==> src/hdl/json_string_unescape_utf8_unit_assert.svh <==
// ----------------------------------------------------------------------------
// json string unescape unit assertion macros
// shared concurrent assertion forms, clocked on clk and disabled in reset
// ----------------------------------------------------------------------------
`ifndef JSON_STRING_UNESCAPE_UTF8_UNIT_ASSERT_SVH
`define JSON_STRING_UNESCAPE_UTF8_UNIT_ASSERT_SVH

// same-cycle implication
`define JSU_ASSERT_IMP(lbl, ante, cons, msg) \
  lbl: assert property (@(posedge clk) disable iff (!rst_n) (ante) |-> (cons)) \
    else $error(msg);

// next-cycle implication
`define JSU_ASSERT_NXT(lbl, ante, cons, msg) \
  lbl: assert property (@(posedge clk) disable iff (!rst_n) (ante) |=> (cons)) \
    else $error(msg);

`endif

==> src/hdl/jsu_pkg.sv <==
// ----------------------------------------------------------------------------
// jsu_pkg
// shared types and constants of the json string unescape unit
// ----------------------------------------------------------------------------
package jsu_pkg;

  // result kinds
  typedef logic [1:0] kind_t;
  localparam kind_t KIND_DATA = 2'd0;
  localparam kind_t KIND_DONE = 2'd1;
  localparam kind_t KIND_ERR  = 2'd2;

  // defaults
  localparam logic [15:0] MAX_LEN_RESET  = 16'd8192;
  localparam int          CMD_FIFO_DEPTH = 4;

  // command from decoder front to byte emitter
  typedef struct packed {
    kind_t       kind;
    logic [20:0] cp;
    logic [1:0]  nb_m1;
  } cmd_t;

endpackage

==> src/hdl/jsu_in_if.sv <==
// ----------------------------------------------------------------------------
// jsu_in_if
// source byte channel: start request, text end marker and raw byte
// ----------------------------------------------------------------------------
interface jsu_in_if;
  logic       valid;
  logic       ready;
  logic       start_req;
  logic       text_end;
  logic [7:0] in_byte;

  modport source (output valid, start_req, text_end, in_byte, input ready);
  modport sink (input valid, start_req, text_end, in_byte, output ready);
endinterface

==> src/hdl/jsu_out_if.sv <==
// ----------------------------------------------------------------------------
// jsu_out_if
// result channel: kind, decoded byte and last marker
// ----------------------------------------------------------------------------
interface jsu_out_if;
  logic       valid;
  logic       ready;
  logic [1:0] kind;
  logic [7:0] out_byte;
  logic       last;

  modport source (output valid, kind, out_byte, last, input ready);
  modport sink (input valid, kind, out_byte, last, output ready);
endinterface

==> src/hdl/jsu_cfg_if.sv <==
// ----------------------------------------------------------------------------
// jsu_cfg_if
// configuration write channel for the max_length register
// ----------------------------------------------------------------------------
interface jsu_cfg_if;
  logic        valid;
  logic        ready;
  logic [15:0] max_length;

  modport source (output valid, max_length, input ready);
  modport sink (input valid, max_length, output ready);
endinterface

==> src/hdl/json_string_unescape_utf8_unit.sv <==
// ----------------------------------------------------------------------------
// json_string_unescape_utf8_unit
// json string literal decoder with utf-8 validation and re-encoding
// ----------------------------------------------------------------------------
// A source byte is taken every cycle while the command queue between the
// decoder and the byte emitter has room; the decoder state is updated as each byte is taken.
// Each decoded code point leaves as 1 to 4 utf-8 bytes and each string end or
// error as one status result, one result per cycle from the emitter's output
// register while the sink is ready, so the sustained rate is one source byte
// per cycle for text whose output is no longer than its input and otherwise one
// output byte per cycle. The queue (FIFO_DEPTH commands) absorbs the extra
// bytes of multi-byte characters. The max_length port is always ready and is
// meant to be written while no string is in flight.
module json_string_unescape_utf8_unit #(
  parameter int FIFO_DEPTH = jsu_pkg::CMD_FIFO_DEPTH
) (
  input  logic       clk,
  input  logic       rst_n,
  jsu_in_if.sink     in_ch,
  jsu_out_if.source  out_ch,
  jsu_cfg_if.sink    cfg_ch
);
  import jsu_pkg::*;

  logic q_full;
  logic q_push;
  cmd_t q_push_data;
  logic q_pop;
  cmd_t q_pop_data;
  logic q_valid;

  // decoder front
  jsu_front u_front (
    .clk      (clk),
    .rst_n    (rst_n),
    .in_ch    (in_ch),
    .cfg_ch   (cfg_ch),
    .q_full   (q_full),
    .cmd_push (q_push),
    .cmd      (q_push_data)
  );

  // command queue
  jsu_cmd_fifo #(
    .DEPTH (FIFO_DEPTH)
  ) u_fifo (
    .clk       (clk),
    .rst_n     (rst_n),
    .push      (q_push),
    .push_data (q_push_data),
    .full      (q_full),
    .pop       (q_pop),
    .pop_data  (q_pop_data),
    .not_empty (q_valid)
  );

  // byte emitter
  jsu_back u_back (
    .clk     (clk),
    .rst_n   (rst_n),
    .q_valid (q_valid),
    .q_cmd   (q_pop_data),
    .q_pop   (q_pop),
    .out_ch  (out_ch)
  );

endmodule

==> src/hdl/jsu_cmd_fifo.sv <==
`include "json_string_unescape_utf8_unit_assert.svh"
// ----------------------------------------------------------------------------
// jsu_cmd_fifo
// short command queue between the decoder front and the byte emitter
// ----------------------------------------------------------------------------
module jsu_cmd_fifo #(
  parameter int DEPTH = jsu_pkg::CMD_FIFO_DEPTH
) (
  input  logic          clk,
  input  logic          rst_n,
  input  logic          push,
  input  jsu_pkg::cmd_t push_data,
  output logic          full,
  input  logic          pop,
  output jsu_pkg::cmd_t pop_data,
  output logic          not_empty
);
  import jsu_pkg::*;

  localparam int PTR_W = (DEPTH > 1) ? $clog2(DEPTH) : 1;
  localparam int CNT_W = $clog2(DEPTH + 1);
  localparam logic [PTR_W-1:0] PTR_LAST = PTR_W'(DEPTH - 1);
  localparam logic [CNT_W-1:0] CNT_FULL = CNT_W'(DEPTH);

  cmd_t             mem_r [DEPTH];
  logic [PTR_W-1:0] wr_ptr_r, wr_ptr_nxt;
  logic [PTR_W-1:0] rd_ptr_r, rd_ptr_nxt;
  logic [CNT_W-1:0] cnt_r, cnt_nxt;

  assign full      = (cnt_r == CNT_FULL);
  assign not_empty = (cnt_r != '0);
  assign pop_data  = mem_r[rd_ptr_r];

  // pointer and count update
  always_comb begin
    wr_ptr_nxt = wr_ptr_r;
    rd_ptr_nxt = rd_ptr_r;
    cnt_nxt    = cnt_r;
    if (push) begin
      wr_ptr_nxt = (wr_ptr_r == PTR_LAST) ? '0 : wr_ptr_r + PTR_W'(1);
    end
    if (pop) begin
      rd_ptr_nxt = (rd_ptr_r == PTR_LAST) ? '0 : rd_ptr_r + PTR_W'(1);
    end
    if (push && !pop) begin
      cnt_nxt = cnt_r + CNT_W'(1);
    end else if (pop && !push) begin
      cnt_nxt = cnt_r - CNT_W'(1);
    end
  end

  always_ff @(posedge clk) begin
    if (!rst_n) begin
      wr_ptr_r <= '0;
      rd_ptr_r <= '0;
      cnt_r    <= '0;
    end else begin
      wr_ptr_r <= wr_ptr_nxt;
      rd_ptr_r <= rd_ptr_nxt;
      cnt_r    <= cnt_nxt;
    end
  end

  // storage
  always_ff @(posedge clk) begin
    if (push) begin
      mem_r[wr_ptr_r] <= push_data;
    end
  end

  `JSU_ASSERT_IMP(a_no_push_full, push, !full, "command pushed into full queue")
  `JSU_ASSERT_IMP(a_no_pop_empty, pop, not_empty, "command popped from empty queue")
  `JSU_ASSERT_NXT(a_cnt_grow, push && !pop, cnt_r == ($past(cnt_r) + CNT_W'(1)),
                  "queue count did not grow on push")

endmodule

==> src/hdl/jsu_front.sv <==
`include "json_string_unescape_utf8_unit_assert.svh"
// ----------------------------------------------------------------------------
// jsu_front
// per-byte decoder: escapes, surrogate pairs, utf-8 checks and length limit
// ----------------------------------------------------------------------------
module jsu_front (
  input  logic          clk,
  input  logic          rst_n,
  jsu_in_if.sink        in_ch,
  jsu_cfg_if.sink       cfg_ch,
  input  logic          q_full,
  output logic          cmd_push,
  output jsu_pkg::cmd_t cmd
);
  import jsu_pkg::*;

  // decoder phases
  localparam logic [3:0] PH_HALT   = 4'd0;
  localparam logic [3:0] PH_WS     = 4'd1;
  localparam logic [3:0] PH_BODY   = 4'd2;
  localparam logic [3:0] PH_ESC    = 4'd3;
  localparam logic [3:0] PH_HEXHI  = 4'd4;
  localparam logic [3:0] PH_WANTBS = 4'd5;
  localparam logic [3:0] PH_WANTU  = 4'd6;
  localparam logic [3:0] PH_HEXLO  = 4'd7;
  localparam logic [3:0] PH_CONT   = 4'd8;

  // characters
  localparam logic [7:0] CH_SP     = 8'h20;
  localparam logic [7:0] CH_TAB    = 8'h09;
  localparam logic [7:0] CH_CR     = 8'h0d;
  localparam logic [7:0] CH_LF     = 8'h0a;
  localparam logic [7:0] CH_QUOTE  = 8'h22;
  localparam logic [7:0] CH_BSLASH = 8'h5c;
  localparam logic [7:0] CH_SLASH  = 8'h2f;
  localparam logic [7:0] CH_B      = 8'h62;
  localparam logic [7:0] CH_F      = 8'h66;
  localparam logic [7:0] CH_N      = 8'h6e;
  localparam logic [7:0] CH_R      = 8'h72;
  localparam logic [7:0] CH_T      = 8'h74;
  localparam logic [7:0] CH_U      = 8'h75;

  // sequence classes
  localparam logic [1:0] SEQ_2B = 2'd1;
  localparam logic [1:0] SEQ_3B = 2'd2;

  // hex digit decode: valid flag and value
  function automatic logic [4:0] hex_decode(input logic [7:0] c);
    logic [4:0] r;
    r = 5'd0;
    if (c >= 8'h30 && c <= 8'h39) begin
      r = {1'b1, c[3:0]};
    end else if ((c >= 8'h61 && c <= 8'h66) || (c >= 8'h41 && c <= 8'h46)) begin
      r = {1'b1, c[3:0] + 4'd9};
    end
    return r;
  endfunction

  logic [3:0]  phase_r, phase_nxt;
  logic [1:0]  hex_cnt_r, hex_cnt_nxt;
  logic [20:0] code_r, code_nxt;
  logic [9:0]  hs_r, hs_nxt;
  logic [1:0]  cont_left_r, cont_left_nxt;
  logic [1:0]  seq_cls_r, seq_cls_nxt;
  logic [16:0] out_cnt_r, out_cnt_nxt;
  logic [15:0] max_len_r;

  logic        acc;
  logic [7:0]  c;
  logic [4:0]  hx;
  logic [3:0]  ph_b;
  logic        emit_req;
  logic [20:0] emit_cp;
  logic        fin_req;
  kind_t       fin_kind;
  logic [1:0]  nb_m1;
  logic [16:0] cnt_sum;
  logic [20:0] lo_bound;

  assign in_ch.ready  = !q_full;
  assign cfg_ch.ready = 1'b1;
  assign acc          = in_ch.valid && in_ch.ready;
  assign c            = in_ch.in_byte;
  assign hx           = hex_decode(c);

  // byte decoder
  always_comb begin
    ph_b          = in_ch.start_req ? PH_WS : phase_r;
    phase_nxt     = ph_b;
    hex_cnt_nxt   = in_ch.start_req ? 2'd0 : hex_cnt_r;
    code_nxt      = in_ch.start_req ? 21'd0 : code_r;
    hs_nxt        = in_ch.start_req ? 10'd0 : hs_r;
    cont_left_nxt = in_ch.start_req ? 2'd0 : cont_left_r;
    seq_cls_nxt   = in_ch.start_req ? 2'd0 : seq_cls_r;
    out_cnt_nxt   = in_ch.start_req ? 17'd0 : out_cnt_r;
    emit_req      = 1'b0;
    emit_cp       = 21'd0;
    fin_req       = 1'b0;
    fin_kind      = KIND_ERR;
    lo_bound      = 21'h10000;

    if (ph_b != PH_HALT) begin
      if (in_ch.text_end) begin
        fin_req = 1'b1;
      end else begin
        unique case (ph_b)
          PH_WS: begin
            if (c == CH_SP || c == CH_TAB || c == CH_CR || c == CH_LF) begin
              phase_nxt = PH_WS;
            end else if (c == CH_QUOTE) begin
              phase_nxt = PH_BODY;
            end else begin
              fin_req = 1'b1;
            end
          end
          PH_BODY: begin
            if (c == CH_QUOTE) begin
              fin_req  = 1'b1;
              fin_kind = KIND_DONE;
            end else if (c < 8'h20) begin
              fin_req = 1'b1;
            end else if (c == CH_BSLASH) begin
              phase_nxt = PH_ESC;
            end else if (c < 8'h80) begin
              emit_req = 1'b1;
              emit_cp  = {13'd0, c};
            end else if (c >= 8'hc2 && c <= 8'hdf) begin
              seq_cls_nxt   = SEQ_2B;
              cont_left_nxt = 2'd1;
              code_nxt      = {16'd0, c[4:0]};
              phase_nxt     = PH_CONT;
            end else if (c >= 8'he0 && c <= 8'hef) begin
              seq_cls_nxt   = SEQ_3B;
              cont_left_nxt = 2'd2;
              code_nxt      = {17'd0, c[3:0]};
              phase_nxt     = PH_CONT;
            end else if (c >= 8'hf0 && c <= 8'hf4) begin
              seq_cls_nxt   = 2'd3;
              cont_left_nxt = 2'd3;
              code_nxt      = {18'd0, c[2:0]};
              phase_nxt     = PH_CONT;
            end else begin
              fin_req = 1'b1;
            end
          end
          PH_ESC: begin
            unique case (c) inside
              CH_QUOTE, CH_BSLASH, CH_SLASH: begin
                emit_req = 1'b1;
                emit_cp  = {13'd0, c};
              end
              CH_B: begin
                emit_req = 1'b1;
                emit_cp  = 21'd8;
              end
              CH_F: begin
                emit_req = 1'b1;
                emit_cp  = 21'd12;
              end
              CH_N: begin
                emit_req = 1'b1;
                emit_cp  = 21'd10;
              end
              CH_R: begin
                emit_req = 1'b1;
                emit_cp  = 21'd13;
              end
              CH_T: begin
                emit_req = 1'b1;
                emit_cp  = 21'd9;
              end
              CH_U: begin
                phase_nxt   = PH_HEXHI;
                hex_cnt_nxt = 2'd0;
                code_nxt    = 21'd0;
              end
              default: fin_req = 1'b1;
            endcase
          end
          PH_HEXHI, PH_HEXLO: begin
            if (!hx[4]) begin
              fin_req = 1'b1;
            end else begin
              code_nxt = {5'd0, code_nxt[11:0], hx[3:0]};
              if (hex_cnt_nxt != 2'd3) begin
                hex_cnt_nxt = hex_cnt_nxt + 2'd1;
              end else begin
                hex_cnt_nxt = 2'd0;
                if (ph_b == PH_HEXHI) begin
                  // high surrogate waits for its partner
                  if (code_nxt[15:10] == 6'b110110) begin
                    hs_nxt    = code_nxt[9:0];
                    phase_nxt = PH_WANTBS;
                  end else if (code_nxt[15:10] == 6'b110111) begin
                    fin_req = 1'b1;
                  end else begin
                    emit_req = 1'b1;
                    emit_cp  = code_nxt;
                  end
                end else begin
                  // low surrogate joins the pair
                  if (code_nxt[15:10] != 6'b110111) begin
                    fin_req = 1'b1;
                  end else begin
                    emit_req = 1'b1;
                    emit_cp  = {{1'b0, hs_nxt} + 11'd64, code_nxt[9:0]};
                  end
                end
              end
            end
          end
          PH_WANTBS: begin
            if (c != CH_BSLASH) begin
              fin_req = 1'b1;
            end else begin
              phase_nxt = PH_WANTU;
            end
          end
          PH_WANTU: begin
            if (c != CH_U) begin
              fin_req = 1'b1;
            end else begin
              phase_nxt   = PH_HEXLO;
              hex_cnt_nxt = 2'd0;
              code_nxt    = 21'd0;
            end
          end
          PH_CONT: begin
            if (c[7:6] != 2'b10) begin
              fin_req = 1'b1;
            end else begin
              code_nxt = {code_nxt[14:0], c[5:0]};
              if (cont_left_nxt > 2'd1) begin
                cont_left_nxt = cont_left_nxt - 2'd1;
              end else begin
                cont_left_nxt = 2'd0;
                if (seq_cls_nxt == SEQ_2B) begin
                  lo_bound = 21'h80;
                end else if (seq_cls_nxt == SEQ_3B) begin
                  lo_bound = 21'h800;
                end
                // overlong, out of range or encoded surrogate
                if (code_nxt < lo_bound || code_nxt > 21'h10ffff ||
                    (code_nxt >= 21'hd800 && code_nxt <= 21'hdfff)) begin
                  fin_req = 1'b1;
                end else begin
                  emit_req = 1'b1;
                  emit_cp  = code_nxt;
                end
              end
            end
          end
          default: fin_req = 1'b1;
        endcase
      end
    end

    // encoded length and output limit
    if (emit_cp < 21'h80) begin
      nb_m1 = 2'd0;
    end else if (emit_cp < 21'h800) begin
      nb_m1 = 2'd1;
    end else if (emit_cp < 21'h10000) begin
      nb_m1 = 2'd2;
    end else begin
      nb_m1 = 2'd3;
    end
    cnt_sum = out_cnt_nxt + {15'd0, nb_m1} + 17'd1;
    if (emit_req) begin
      if (cnt_sum > {1'b0, max_len_r}) begin
        fin_req  = 1'b1;
        fin_kind = KIND_ERR;
      end else begin
        out_cnt_nxt = cnt_sum;
        phase_nxt   = PH_BODY;
      end
    end
    if (fin_req) begin
      phase_nxt = PH_HALT;
    end
  end

  // command to the emitter
  assign cmd_push  = acc && (emit_req || fin_req);
  assign cmd.kind  = fin_req ? fin_kind : KIND_DATA;
  assign cmd.cp    = emit_cp;
  assign cmd.nb_m1 = nb_m1;

  // decoder state
  always_ff @(posedge clk) begin
    if (!rst_n) begin
      phase_r     <= PH_HALT;
      hex_cnt_r   <= 2'd0;
      code_r      <= 21'd0;
      hs_r        <= 10'd0;
      cont_left_r <= 2'd0;
      seq_cls_r   <= 2'd0;
      out_cnt_r   <= 17'd0;
    end else if (acc) begin
      phase_r     <= phase_nxt;
      hex_cnt_r   <= hex_cnt_nxt;
      code_r      <= code_nxt;
      hs_r        <= hs_nxt;
      cont_left_r <= cont_left_nxt;
      seq_cls_r   <= seq_cls_nxt;
      out_cnt_r   <= out_cnt_nxt;
    end
  end

  // length limit register
  always_ff @(posedge clk) begin
    if (!rst_n) begin
      max_len_r <= MAX_LEN_RESET;
    end else if (cfg_ch.valid && cfg_ch.ready) begin
      max_len_r <= cfg_ch.max_length;
    end
  end

  `JSU_ASSERT_NXT(a_halt_after_end, cmd_push && cmd.kind != KIND_DATA, phase_r == PH_HALT,
                  "decoder not halted after complete or error")
  `JSU_ASSERT_IMP(a_cp_range, cmd_push && cmd.kind == KIND_DATA, cmd.cp <= 21'h10ffff,
                  "emitted code point out of range")
  `JSU_ASSERT_IMP(a_ascii_len, cmd_push && cmd.kind == KIND_DATA,
                  (cmd.cp < 21'h80) == (cmd.nb_m1 == 2'd0),
                  "encoded length does not match code point")

endmodule

==> src/hdl/jsu_back.sv <==
`include "json_string_unescape_utf8_unit_assert.svh"
// ----------------------------------------------------------------------------
// jsu_back
// byte emitter: turns queued commands into utf-8 bytes and status results
// ----------------------------------------------------------------------------
module jsu_back (
  input  logic          clk,
  input  logic          rst_n,
  input  logic          q_valid,
  input  jsu_pkg::cmd_t q_cmd,
  output logic          q_pop,
  jsu_out_if.source     out_ch
);
  import jsu_pkg::*;

  logic       out_valid_r;
  kind_t      kind_r;
  logic [7:0] byte_r, byte_nxt;
  logic       last_r, last_nxt;
  logic [1:0] idx_r;
  logic       load;
  logic [1:0] grp;

  assign out_ch.valid    = out_valid_r;
  assign out_ch.kind     = kind_r;
  assign out_ch.out_byte = byte_r;
  assign out_ch.last     = last_r;

  assign load  = q_valid && (!out_valid_r || out_ch.ready);
  assign q_pop = load && last_nxt;

  // utf-8 byte select: lead byte, then 6-bit groups high to low
  always_comb begin
    grp      = q_cmd.nb_m1 - idx_r;
    last_nxt = (q_cmd.kind != KIND_DATA) || (idx_r == q_cmd.nb_m1);
    byte_nxt = 8'd0;
    if (q_cmd.kind == KIND_DATA) begin
      if (idx_r != 2'd0) begin
        case (grp)
          2'd0:    byte_nxt = {2'b10, q_cmd.cp[5:0]};
          2'd1:    byte_nxt = {2'b10, q_cmd.cp[11:6]};
          default: byte_nxt = {2'b10, q_cmd.cp[17:12]};
        endcase
      end else begin
        case (q_cmd.nb_m1)
          2'd0:    byte_nxt = {1'b0, q_cmd.cp[6:0]};
          2'd1:    byte_nxt = {3'b110, q_cmd.cp[10:6]};
          2'd2:    byte_nxt = {4'b1110, q_cmd.cp[15:12]};
          default: byte_nxt = {5'b11110, q_cmd.cp[20:18]};
        endcase
      end
    end
  end

  // output register and byte index
  always_ff @(posedge clk) begin
    if (!rst_n) begin
      out_valid_r <= 1'b0;
      idx_r       <= 2'd0;
    end else if (load) begin
      out_valid_r <= 1'b1;
      idx_r       <= last_nxt ? 2'd0 : idx_r + 2'd1;
    end else if (out_ch.ready) begin
      out_valid_r <= 1'b0;
    end
  end

  always_ff @(posedge clk) begin
    if (load) begin
      kind_r <= q_cmd.kind;
      byte_r <= byte_nxt;
      last_r <= last_nxt;
    end
  end

  `JSU_ASSERT_IMP(a_status_last, out_valid_r && kind_r != KIND_DATA,
                  last_r && byte_r == 8'd0, "status result not last or carries data")
  `JSU_ASSERT_IMP(a_idx_bound, q_valid && q_cmd.kind == KIND_DATA, idx_r <= q_cmd.nb_m1,
                  "byte index beyond encoded length")
  `JSU_ASSERT_NXT(a_out_hold, out_valid_r && !out_ch.ready,
                  out_valid_r && $stable({kind_r, byte_r, last_r}),
                  "result changed while stalled")

endmodule
==> src/flat_wrapper.sv <==
// flat-port wrapper written by rule: the top's interface ports become plain ports
module json_string_unescape_utf8_unit_flat import jsu_pkg::*;
#(
  parameter int FIFO_DEPTH = jsu_pkg::CMD_FIFO_DEPTH
)
  (clk, rst_n, in_ch_valid, in_ch_start_req, in_ch_text_end, in_ch_in_byte, in_ch_ready, out_ch_valid, out_ch_kind, out_ch_out_byte, out_ch_last, out_ch_ready, cfg_ch_valid, cfg_ch_max_length, cfg_ch_ready);
  jsu_in_if in_ch_i ();
  jsu_out_if out_ch_i ();
  jsu_cfg_if cfg_ch_i ();
  input  logic clk;
  input  logic rst_n;
  input wire logic [$bits(in_ch_i.valid)-1:0] in_ch_valid;
  input wire logic [$bits(in_ch_i.start_req)-1:0] in_ch_start_req;
  input wire logic [$bits(in_ch_i.text_end)-1:0] in_ch_text_end;
  input wire logic [$bits(in_ch_i.in_byte)-1:0] in_ch_in_byte;
  output wire logic [$bits(in_ch_i.ready)-1:0] in_ch_ready;
  output wire logic [$bits(out_ch_i.valid)-1:0] out_ch_valid;
  output wire logic [$bits(out_ch_i.kind)-1:0] out_ch_kind;
  output wire logic [$bits(out_ch_i.out_byte)-1:0] out_ch_out_byte;
  output wire logic [$bits(out_ch_i.last)-1:0] out_ch_last;
  input wire logic [$bits(out_ch_i.ready)-1:0] out_ch_ready;
  input wire logic [$bits(cfg_ch_i.valid)-1:0] cfg_ch_valid;
  input wire logic [$bits(cfg_ch_i.max_length)-1:0] cfg_ch_max_length;
  output wire logic [$bits(cfg_ch_i.ready)-1:0] cfg_ch_ready;
  assign in_ch_i.valid = in_ch_valid;
  assign in_ch_i.start_req = in_ch_start_req;
  assign in_ch_i.text_end = in_ch_text_end;
  assign in_ch_i.in_byte = in_ch_in_byte;
  assign in_ch_ready = in_ch_i.ready;
  assign out_ch_valid = out_ch_i.valid;
  assign out_ch_kind = out_ch_i.kind;
  assign out_ch_out_byte = out_ch_i.out_byte;
  assign out_ch_last = out_ch_i.last;
  assign out_ch_i.ready = out_ch_ready;
  assign cfg_ch_i.valid = cfg_ch_valid;
  assign cfg_ch_i.max_length = cfg_ch_max_length;
  assign cfg_ch_ready = cfg_ch_i.ready;
  json_string_unescape_utf8_unit #(.FIFO_DEPTH(FIFO_DEPTH)) u_core (.clk(clk), .rst_n(rst_n), .in_ch(in_ch_i), .out_ch(out_ch_i), .cfg_ch(cfg_ch_i));
endmodule
==> config.mk <==
export PLATFORM = sky130hd
export DESIGN_NAME = json_string_unescape_utf8_unit_flat
export DESIGN_NICKNAME = d
export VERILOG_FILES = /design/src/hdl/jsu_pkg.sv /design/src/hdl/jsu_in_if.sv /design/src/hdl/jsu_out_if.sv /design/src/hdl/jsu_cfg_if.sv /design/src/hdl/json_string_unescape_utf8_unit.sv /design/src/hdl/jsu_cmd_fifo.sv /design/src/hdl/jsu_front.sv /design/src/hdl/jsu_back.sv /design/src/flat_wrapper.sv
export VERILOG_INCLUDE_DIRS = /design/src /design/src/hdl
export SDC_FILE = /design/constraint.sdc
export NUM_CORES = 1
export LEC_CHECK = 0
export ABC_AREA = 1
export BUFFER_PORTS_ARGS = -buffer_cell sky130_fd_sc_hd__buf_2
export CAP_MARGIN = 20
export CORE_UTILIZATION = 60
export CTS_CLUSTER_SIZE = 40
export DETAILED_ROUTE_END_ITERATION = 12
export PLACE_DENSITY = 0.82
export SLEW_MARGIN = 20
export SYNTH_ARGS = -nofsm -noshare
export SYNTH_HDL_FRONTEND = slang
export SYNTH_SLANG_ARGS = --single-unit
==> constraint.sdc <==
create_clock -name clk -period 17.2 [get_ports clk]
set_input_delay 0 -clock clk [delete_from_list [all_inputs] [get_ports clk]]
set_output_delay 0 -clock clk [all_outputs]
set_load 0.005 [all_outputs]
After elaboration in Yosys (flattened, before gate mapping) --
Memory sizes are Yosys's and may differ from the RTL's. A register that Yosys moved wholly into a read port is not among the register bits. Cells that the tools add are included.
Operators by class: add/sub/neg operators 12, multiply operators 0, div/mod/pow operators 0, $lt $le $gt $ge 23, equal/unequal tests 37, shift-type cells 0, muxes and demuxes 174, bitwise operators 0, reduce and logical (&&, ||, !) cells 39
Operators with widths (number):
- $mux 21 | 28
- $pmux 21 s5 | 1
- $mux 2 | 44
- $mux 4 | 22
- $mux 17 | 5
- $pmux 21 s4 | 1
- $mux 10 | 8
- $eq 8x7->1 const B | 7
- $pmux 8 s6 | 1
- $mux 1 | 46
- $mux 8 | 5
- $mux 16 | 2
- $eq 8x4->1 const B | 3
- $eq 8x6->1 const B | 3
- $ge 8x8->1 const B | 3
- $le 8x8->1 const B | 3
- $pmux 4 s6 | 1
- $pmux 8 s3 | 1
- $ge 21x16->1 const B | 1
- $gt 21x21->1 const B | 1
- $le 21x16->1 const B | 1
- $lt 21x12->1 const B | 1
- $lt 21x17->1 const B | 1
- $lt 21x21->1 | 1
- other kinds (48) | 95
Word-level totals: bits in registers 95, bits in latches 0, RAM bits 100, ROM bits 0, input bits 31, output and inout bits 14, logic and storage cells 302, memories kept 1
Memory list:
- u_core.u_fifo.mem_r | words 4, bits a word 25, rd ports 1, clocked after Yosys merged registers in 1, wr ports 1, line jsu_cmd_fifo.sv:25 | cmd_t mem_r [DEPTH];

Depth between registers and ports, before layout --
word-level depth 33, gate-level depth with buffers 53

By module --
Synthesis repeated with hierarchy kept, for this count alone.
Unflattened totals: cell total of the unflattened synthesis 1538, area total of the unflattened synthesis 11956.5 sq um
Modules (own cells, without submodules):
- jsu_front | times used 1, cells each 1113, area an instance 6802.8 sq um
- jsu_cmd_fifo | times used 1, cells each 302, area an instance 4169.0 sq um
- jsu_back | times used 1, cells each 123, area an instance 984.7 sq um

Worst setup path before layout --
OpenSTA, ideal clock, no wires.
path type input to register, start point input port in_ch_start_req, end point register u_core.u_front.out_cnt_r[10], library setup time 0.132 ns, arrival 5.811 ns, data required time 17.068 ns, path slack 11.257 ns, stages 48, cells stage by stage buf_6 > inv_8 > buf_8 > buf_6 > clkbuf_1 > buf_1 > nand2_1 > inv_1 > ha_1 > inv_1 > ha_1 > nand2_1 > nand2_1 > nor3_1 > nand2_1 > nand2_1 > inv_2 > nand3_4 > (+12 left out) > nand2_1 > nor2_1 > xor2_1 > inv_1 > ha_1 > nand2_1 > nor2_1 > a211oi_1 > nand2_1 > nand2_1 > nand2_1 > nand2_1 > nand2_1 > clkinv_2 > buf_2 > nand4_1 > nand3_1 > a21oi_1
Between the ends: word-level cells in the longest chain between the ends 27, elaborated cells between the ends (all ways) 71
RTL lines:
- from (decl) | line flat_wrapper.sv:13 | input wire logic [$bits(in_ch_i.start_req)-1:0] in_ch_start_req;
- $mux 2 | line jsu_front.sv:94 | seq_cls_nxt = in_ch.start_req ? 2'd0 : seq_cls_r;
- $eq 2x2->1 | line jsu_front.sv:239 | end else if (seq_cls_nxt == SEQ_3B) begin
- $mux 17 | line jsu_front.sv:239
- $mux 17 | line jsu_front.sv:237 | if (seq_cls_nxt == SEQ_2B) begin
- $mux 21 | line jsu_front.sv:233 | if (cont_left_nxt > 2'd1) begin
- $mux 21 | line jsu_front.sv:229 | if (c[7:6] != 2'b10) begin
- $mux 21 | line jsu_front.sv:106 | unique case (ph_b)
- $mux 21 | line jsu_front.sv:103 | if (in_ch.text_end) begin
- (+11 left out)
- $mux 1 | line jsu_front.sv:263 | end else if (emit_cp < 21'h10000) begin
- $mux 2 | line jsu_front.sv:261 | end else if (emit_cp < 21'h800) begin
- $mux 2 | line jsu_front.sv:259 | if (emit_cp < 21'h80) begin
- $add 17x2->17 | line jsu_front.sv:268 | cnt_sum = out_cnt_nxt + {15'd0, nb_m1} + 17'd1;
- $add 17x1->17 | line jsu_front.sv:268
- $gt 17x16->1 | line jsu_front.sv:270 | if (cnt_sum > {1'b0, max_len_r}) begin
- $mux 17 | line jsu_front.sv:270
- $mux 17 (*) | line jsu_front.sv:269 | if (emit_req) begin
- to (signal assigned) | line jsu_front.sv:306 | out_cnt_r <= out_cnt_nxt;
- to (decl) | line jsu_front.sv:65 | logic [16:0] out_cnt_r, out_cnt_nxt;
Every way passes the cells marked *; elsewhere a longest branch is shown, timed or not. The select of a mux whose other input is x is not followed. A chain may end at the register's enable or synchronous reset.

Worst setup path after layout --
start point register u_core.u_front.phase_r[0], end point register u_core.u_front.out_cnt_r[6]
Between the ends: word-level cells in the longest chain between the ends 17, elaborated cells between the ends (all ways) 31
RTL lines:
- from (decl) | line jsu_front.sv:59 | logic [3:0] phase_r, phase_nxt;
- from (signal assigned) | line jsu_front.sv:300 | phase_r <= phase_nxt;
- $mux 4 (*) | line jsu_front.sv:88 | ph_b = in_ch.start_req ? PH_WS : phase_r;
- $eq 4x3->1 | line jsu_front.sv:106, jsu_front.sv:189
- $mux 21 | line jsu_front.sv:189 | if (ph_b == PH_HEXHI) begin
- $mux 21 | line jsu_front.sv:185 | if (hex_cnt_nxt != 2'd3) begin
- $mux 21 | line jsu_front.sv:181 | if (!hx[4]) begin
- $pmux 21 s4 | line jsu_front.sv:106
- $mux 21 | line jsu_front.sv:103
- $mux 21 | line jsu_front.sv:102 | if (ph_b != PH_HALT) begin
- $lt 21x17->1 | line jsu_front.sv:263
- $mux 1 | line jsu_front.sv:263
- $mux 2 | line jsu_front.sv:261
- $mux 2 | line jsu_front.sv:259
- $add 17x2->17 | line jsu_front.sv:268
- $add 17x1->17 | line jsu_front.sv:268
- $gt 17x16->1 | line jsu_front.sv:270
- $mux 17 | line jsu_front.sv:270
- $mux 17 (*) | line jsu_front.sv:269
Every way passes the cells marked *; elsewhere a longest branch is shown, timed or not.

==> results.json <==
{
  "io_pins": 45,
  "slowest_delay_ps": 620,
  "die_h_um": 141,
  "seqPwrFrac_pct": 40.9,
  "synthCells": 1522,
  "diodes": 0,
  "root_buffer": "clkbuf_16",
  "avgViaCountPerCell": 6.11,
  "ant_nets": 0,
  "cp-start-kind": "flip-flop",
  "end_kind": "flip-flop",
  "antenna_found_initial": 0,
  "grt_pass1_wl_um": 51200,
  "met1_usage_pct": 41.8,
  "p_int_mw": 0.857,
  "drt-total-wl_um": 32200,
  "tightest_slew_ps": 912,
  "grt_use_met2_pct": 55.1,
  "slew_headroom_pct": 39.1,
  "fin_setup_tns_ps": 0,
  "busiest_layer": "met2",
  "h-tree-depth": 4,
  "cpMostUsedCell": "nand2_1",
  "dieWidth_um": 141,
  "async_flop_share_pct": 0,
  "skew_ps": 15.4,
  "fin_nets": 1635,
  "path_class": "flip-flop to flip-flop",
  "finalCriticalPeriod_ps": 6680,
  "final_util_pct": 67.6,
  "p_leak_nw": 5.24,
  "yosysSeqAreaShare_pct": 42.8,
  "rsz0062_at_grt": "no",
  "cts-buffers-inserted": 17,
  "cts.path.max_buffers": 2,
  "hpwl_um": 22000,
  "min_from": "in_ch_in_byte[7]",
  "clock-sinks": 191,
  "synth_edf_count": 111,
  "cts_tree": "yes",
  "wl_per_cell_um": 17.8,
  "grt_max_degree": 53,
  "crit_required_ps": 17570,
  "hp-class": "input port to flip-flop",
  "initial_utilization_pct": 61.4,
  "setup_viol": 0,
  "peakVddDrop_mv": 0.0769,
  "syn_nets": 1597,
  "fmax_mhz": 150,
  "reg2reg_from": "u_core.u_front.phase_r[0]",
  "grt_util_met3_pct": 6.35,
  "final_common_cell": "nand2_1",
  "hold_viol_final": 0,
  "worstPathMaxFanout": 19,
  "clkTransAtPathRegs_ps": 80,
  "drc": 0,
  "fp-row-count": 50,
  "area.growth.synth_to_final_pct": 10.0,
  "switching_power_mw": 0.506,
  "synthFlopType": "edfxtp_1",
  "worst-r2r-setup-slack_ps": 10520,
  "maxCapViolations": 0,
  "postSynthAreaPerCell_um2": 7.57,
  "syn_area_um2": 11500,
  "mostFrequentLayoutCells": "nand2_1, inv_1, nor2_1",
  "power.density_nw_per_um2": 107,
  "groute.usage.overall_pct": 33.3,
  "min_period_over_period_pct": 38.9,
  "vias": 11000,
  "run_status": "complete, no violations",
  "clock_power_share_pct": 29.8,
  "drt_first_pass_iters": 8,
  "synth_warnings": 0,
  "worstPathArrival_ps": 7050,
  "first_global_vias": 10300,
  "clk_latency_ps": 460,
  "drv_slew": 0,
  "ys_types": 61,
  "crit_slowest_cell": "nor2_1",
  "gr-total-overflow": 0,
  "port_buffers": 43,
  "place.gp.congestion": 1.03,
  "min_to": "u_core.u_front.seq_cls_r[0]",
  "core_um2": 18800,
  "ys_ff_latch": 191,
  "dieArea_um2": 19800,
  "dr.first_iter.drc_count": 1411,
  "r2r_cells": 36,
  "drive_above_1_share_pct": 9.54,
  "rr_endpoint": "u_core.u_front.out_cnt_r[6]",
  "swShare_pct": 37.1,
  "combPwrFrac_pct": 29.3,
  "whs_path_depth": 5
}
## flip-flops by register name (all words and copies together), names as in the netlist, named ones only
| name | cells |
|---|---|
| u_core.u_fifo.mem_r | 100 |
| u_core.u_front.out_cnt_r | 17 |
| u_core.u_front.max_len_r | 16 |
| u_core.u_front.code_r | 15 |
| u_core.u_front.hs_r | 10 |
| u_core.u_back.out_ch.out_byte | 8 |
| u_core.u_front.phase_r | 4 |
| u_core.u_fifo.cnt_r | 3 |
| u_core.u_back.idx_r | 2 |
| u_core.u_back.out_ch.kind | 2 |
| u_core.u_fifo.rd_ptr_r | 2 |
| u_core.u_fifo.wr_ptr_r | 2 |
| u_core.u_front.cont_left_r | 2 |
| u_core.u_front.hex_cnt_r | 2 |
| u_core.u_front.seq_cls_r | 2 |
| u_core.u_back.out_ch.last | 1 |
| u_core.u_back.out_ch.valid | 1 |
## through the flow
stage | total power [mW] | setup WS (ps) | cells | area (µm²) | hold WS, ps
finish | 1.36 | 10520 | 1807 | 12700 | 46.2
global route | 1.43 | 10090 | 1807 | 12700 | 90.6
CTS | 1.36 | 10740 | 1807 | 12700 | 46.6
detailed placement | 0.953 | 10450 | 1754 | 11900 | 234
global placement | 0.942 | 10700 | 1754 | 11900 | 225
floorplan | 0.837 | 11260 | 1522 | 11500 | 111
## worst max path at each step
| stage | cells past startpoint | slack, ps | from | endpoint |
|---|---|---|---|---|
| 2_1_floorplan | 48 | 11260 | in_ch_start_req | u_core.u_front.out_cnt_r[10] |
| 3_3_place_gp | 45 | 10700 | in_ch_start_req | u_core.u_front.phase_r[3] |
| 3_5_place_dp | 44 | 10450 | in_ch_start_req | u_core.u_front.out_cnt_r[4] |
| 4_1_cts | 34 | 10740 | u_core.u_front.phase_r[0] | u_core.u_front.out_cnt_r[6] |
| 5_1_grt | 44 | 10090 | in_ch_start_req | u_core.u_front.out_cnt_r[6] |
| 6_report | 36 | 10520 | u_core.u_front.phase_r[0] | u_core.u_front.out_cnt_r[6] |
## worst max-delay path: cells and delay by family (launching register included)
kind	cells	cell delay, ps
xor gates and xnor gates	1	220
buffers and inverters	3	490
and+or+nand+nor	23	3520
adders and majority gates	3	900
AOI/OAI and AO/OA	6	1030
DFF	1	380
## final cells by class
cell class,instances,area [µm²]
fillers,1560,6090
multi-input cells,1070,5550
flip-flops and latches,191,4930
inverters,205,778
repair buffers,75,508
clock buffers,17,425
well taps,234,293
clock inverters,15,189
## cell families (layout without fill, tap and decap cells)
logic type / count (synthesis) / in the layout / synth area share (%)
buffers and inverters: 261 / 312 / 9.16
adders and majority gates: 44 / 44 / 4.91
and+or+nand+nor: 690 / 690 / 26.3
AOI/OAI and AO/OA: 323 / 323 / 15.8
other: 1 / 1 / 0.0325
xor gates and xnor gates: 12 / 12 / 0.977
DFF: 191 / 191 / 42.8
## routing by layer
metal	routed length (µm)	share of wire [%]
met5	0	0
met4	1130	3.5
met3	2960	9.2
met2	15200	47
met1	12900	40
## synth_stat cells, types with 3 or more instances
cell type	number	share of area (%)
a211oi_1	8	0.52
a21oi_1	101	4.4
a221oi_1	4	0.30
a22oi_1	7	0.46
a31oi_1	12	0.65
a32oi_1	3	0.23
buf_1	3	0.098
buf_2	9	0.39
buf_6	5	0.49
clkbuf_1	36	1.2
dfxtp_1	80	14
edfxtp_1	111	29
ha_1	42	4.6
inv_1	185	6.0
inv_2	16	0.52
nand2_1	318	10
nand2_2	14	0.76
nand3_1	87	3.8
nand4_1	41	2.2
nor2_1	187	6.1
nor2_2	8	0.43
nor2_4	6	0.59
nor3_1	11	0.48
nor4_1	4	0.22
o211ai_1	6	0.39
o21a_1	4	0.26
o21ai_0	121	5.3
o21ai_1	10	0.43
o221ai_1	4	0.30
o22ai_1	33	1.8
xnor2_1	3	0.23
xor2_1	8	0.61
## power by group through the flow
stage,clock [mW],sequential (mW),combinational [mW]
final,0.406,0.557,0.399
after global routing,0.421,0.562,0.443
after CTS,0.406,0.557,0.393
after detailed placement,0,0.567,0.386
after global placement,0,0.566,0.376
after floorplan,0,0.563,0.275
## timing repair
| item | CTS | global route |
|---|---|---|
| gates resized for setup | 0 | 0 |
| endpoints found under the hold margin | 21 | 0 |
| hold buffers | 21 | 0 |
| buffers inserted | 0 | 0 |
Note: power is estimated with default switching activity, not from simulation.
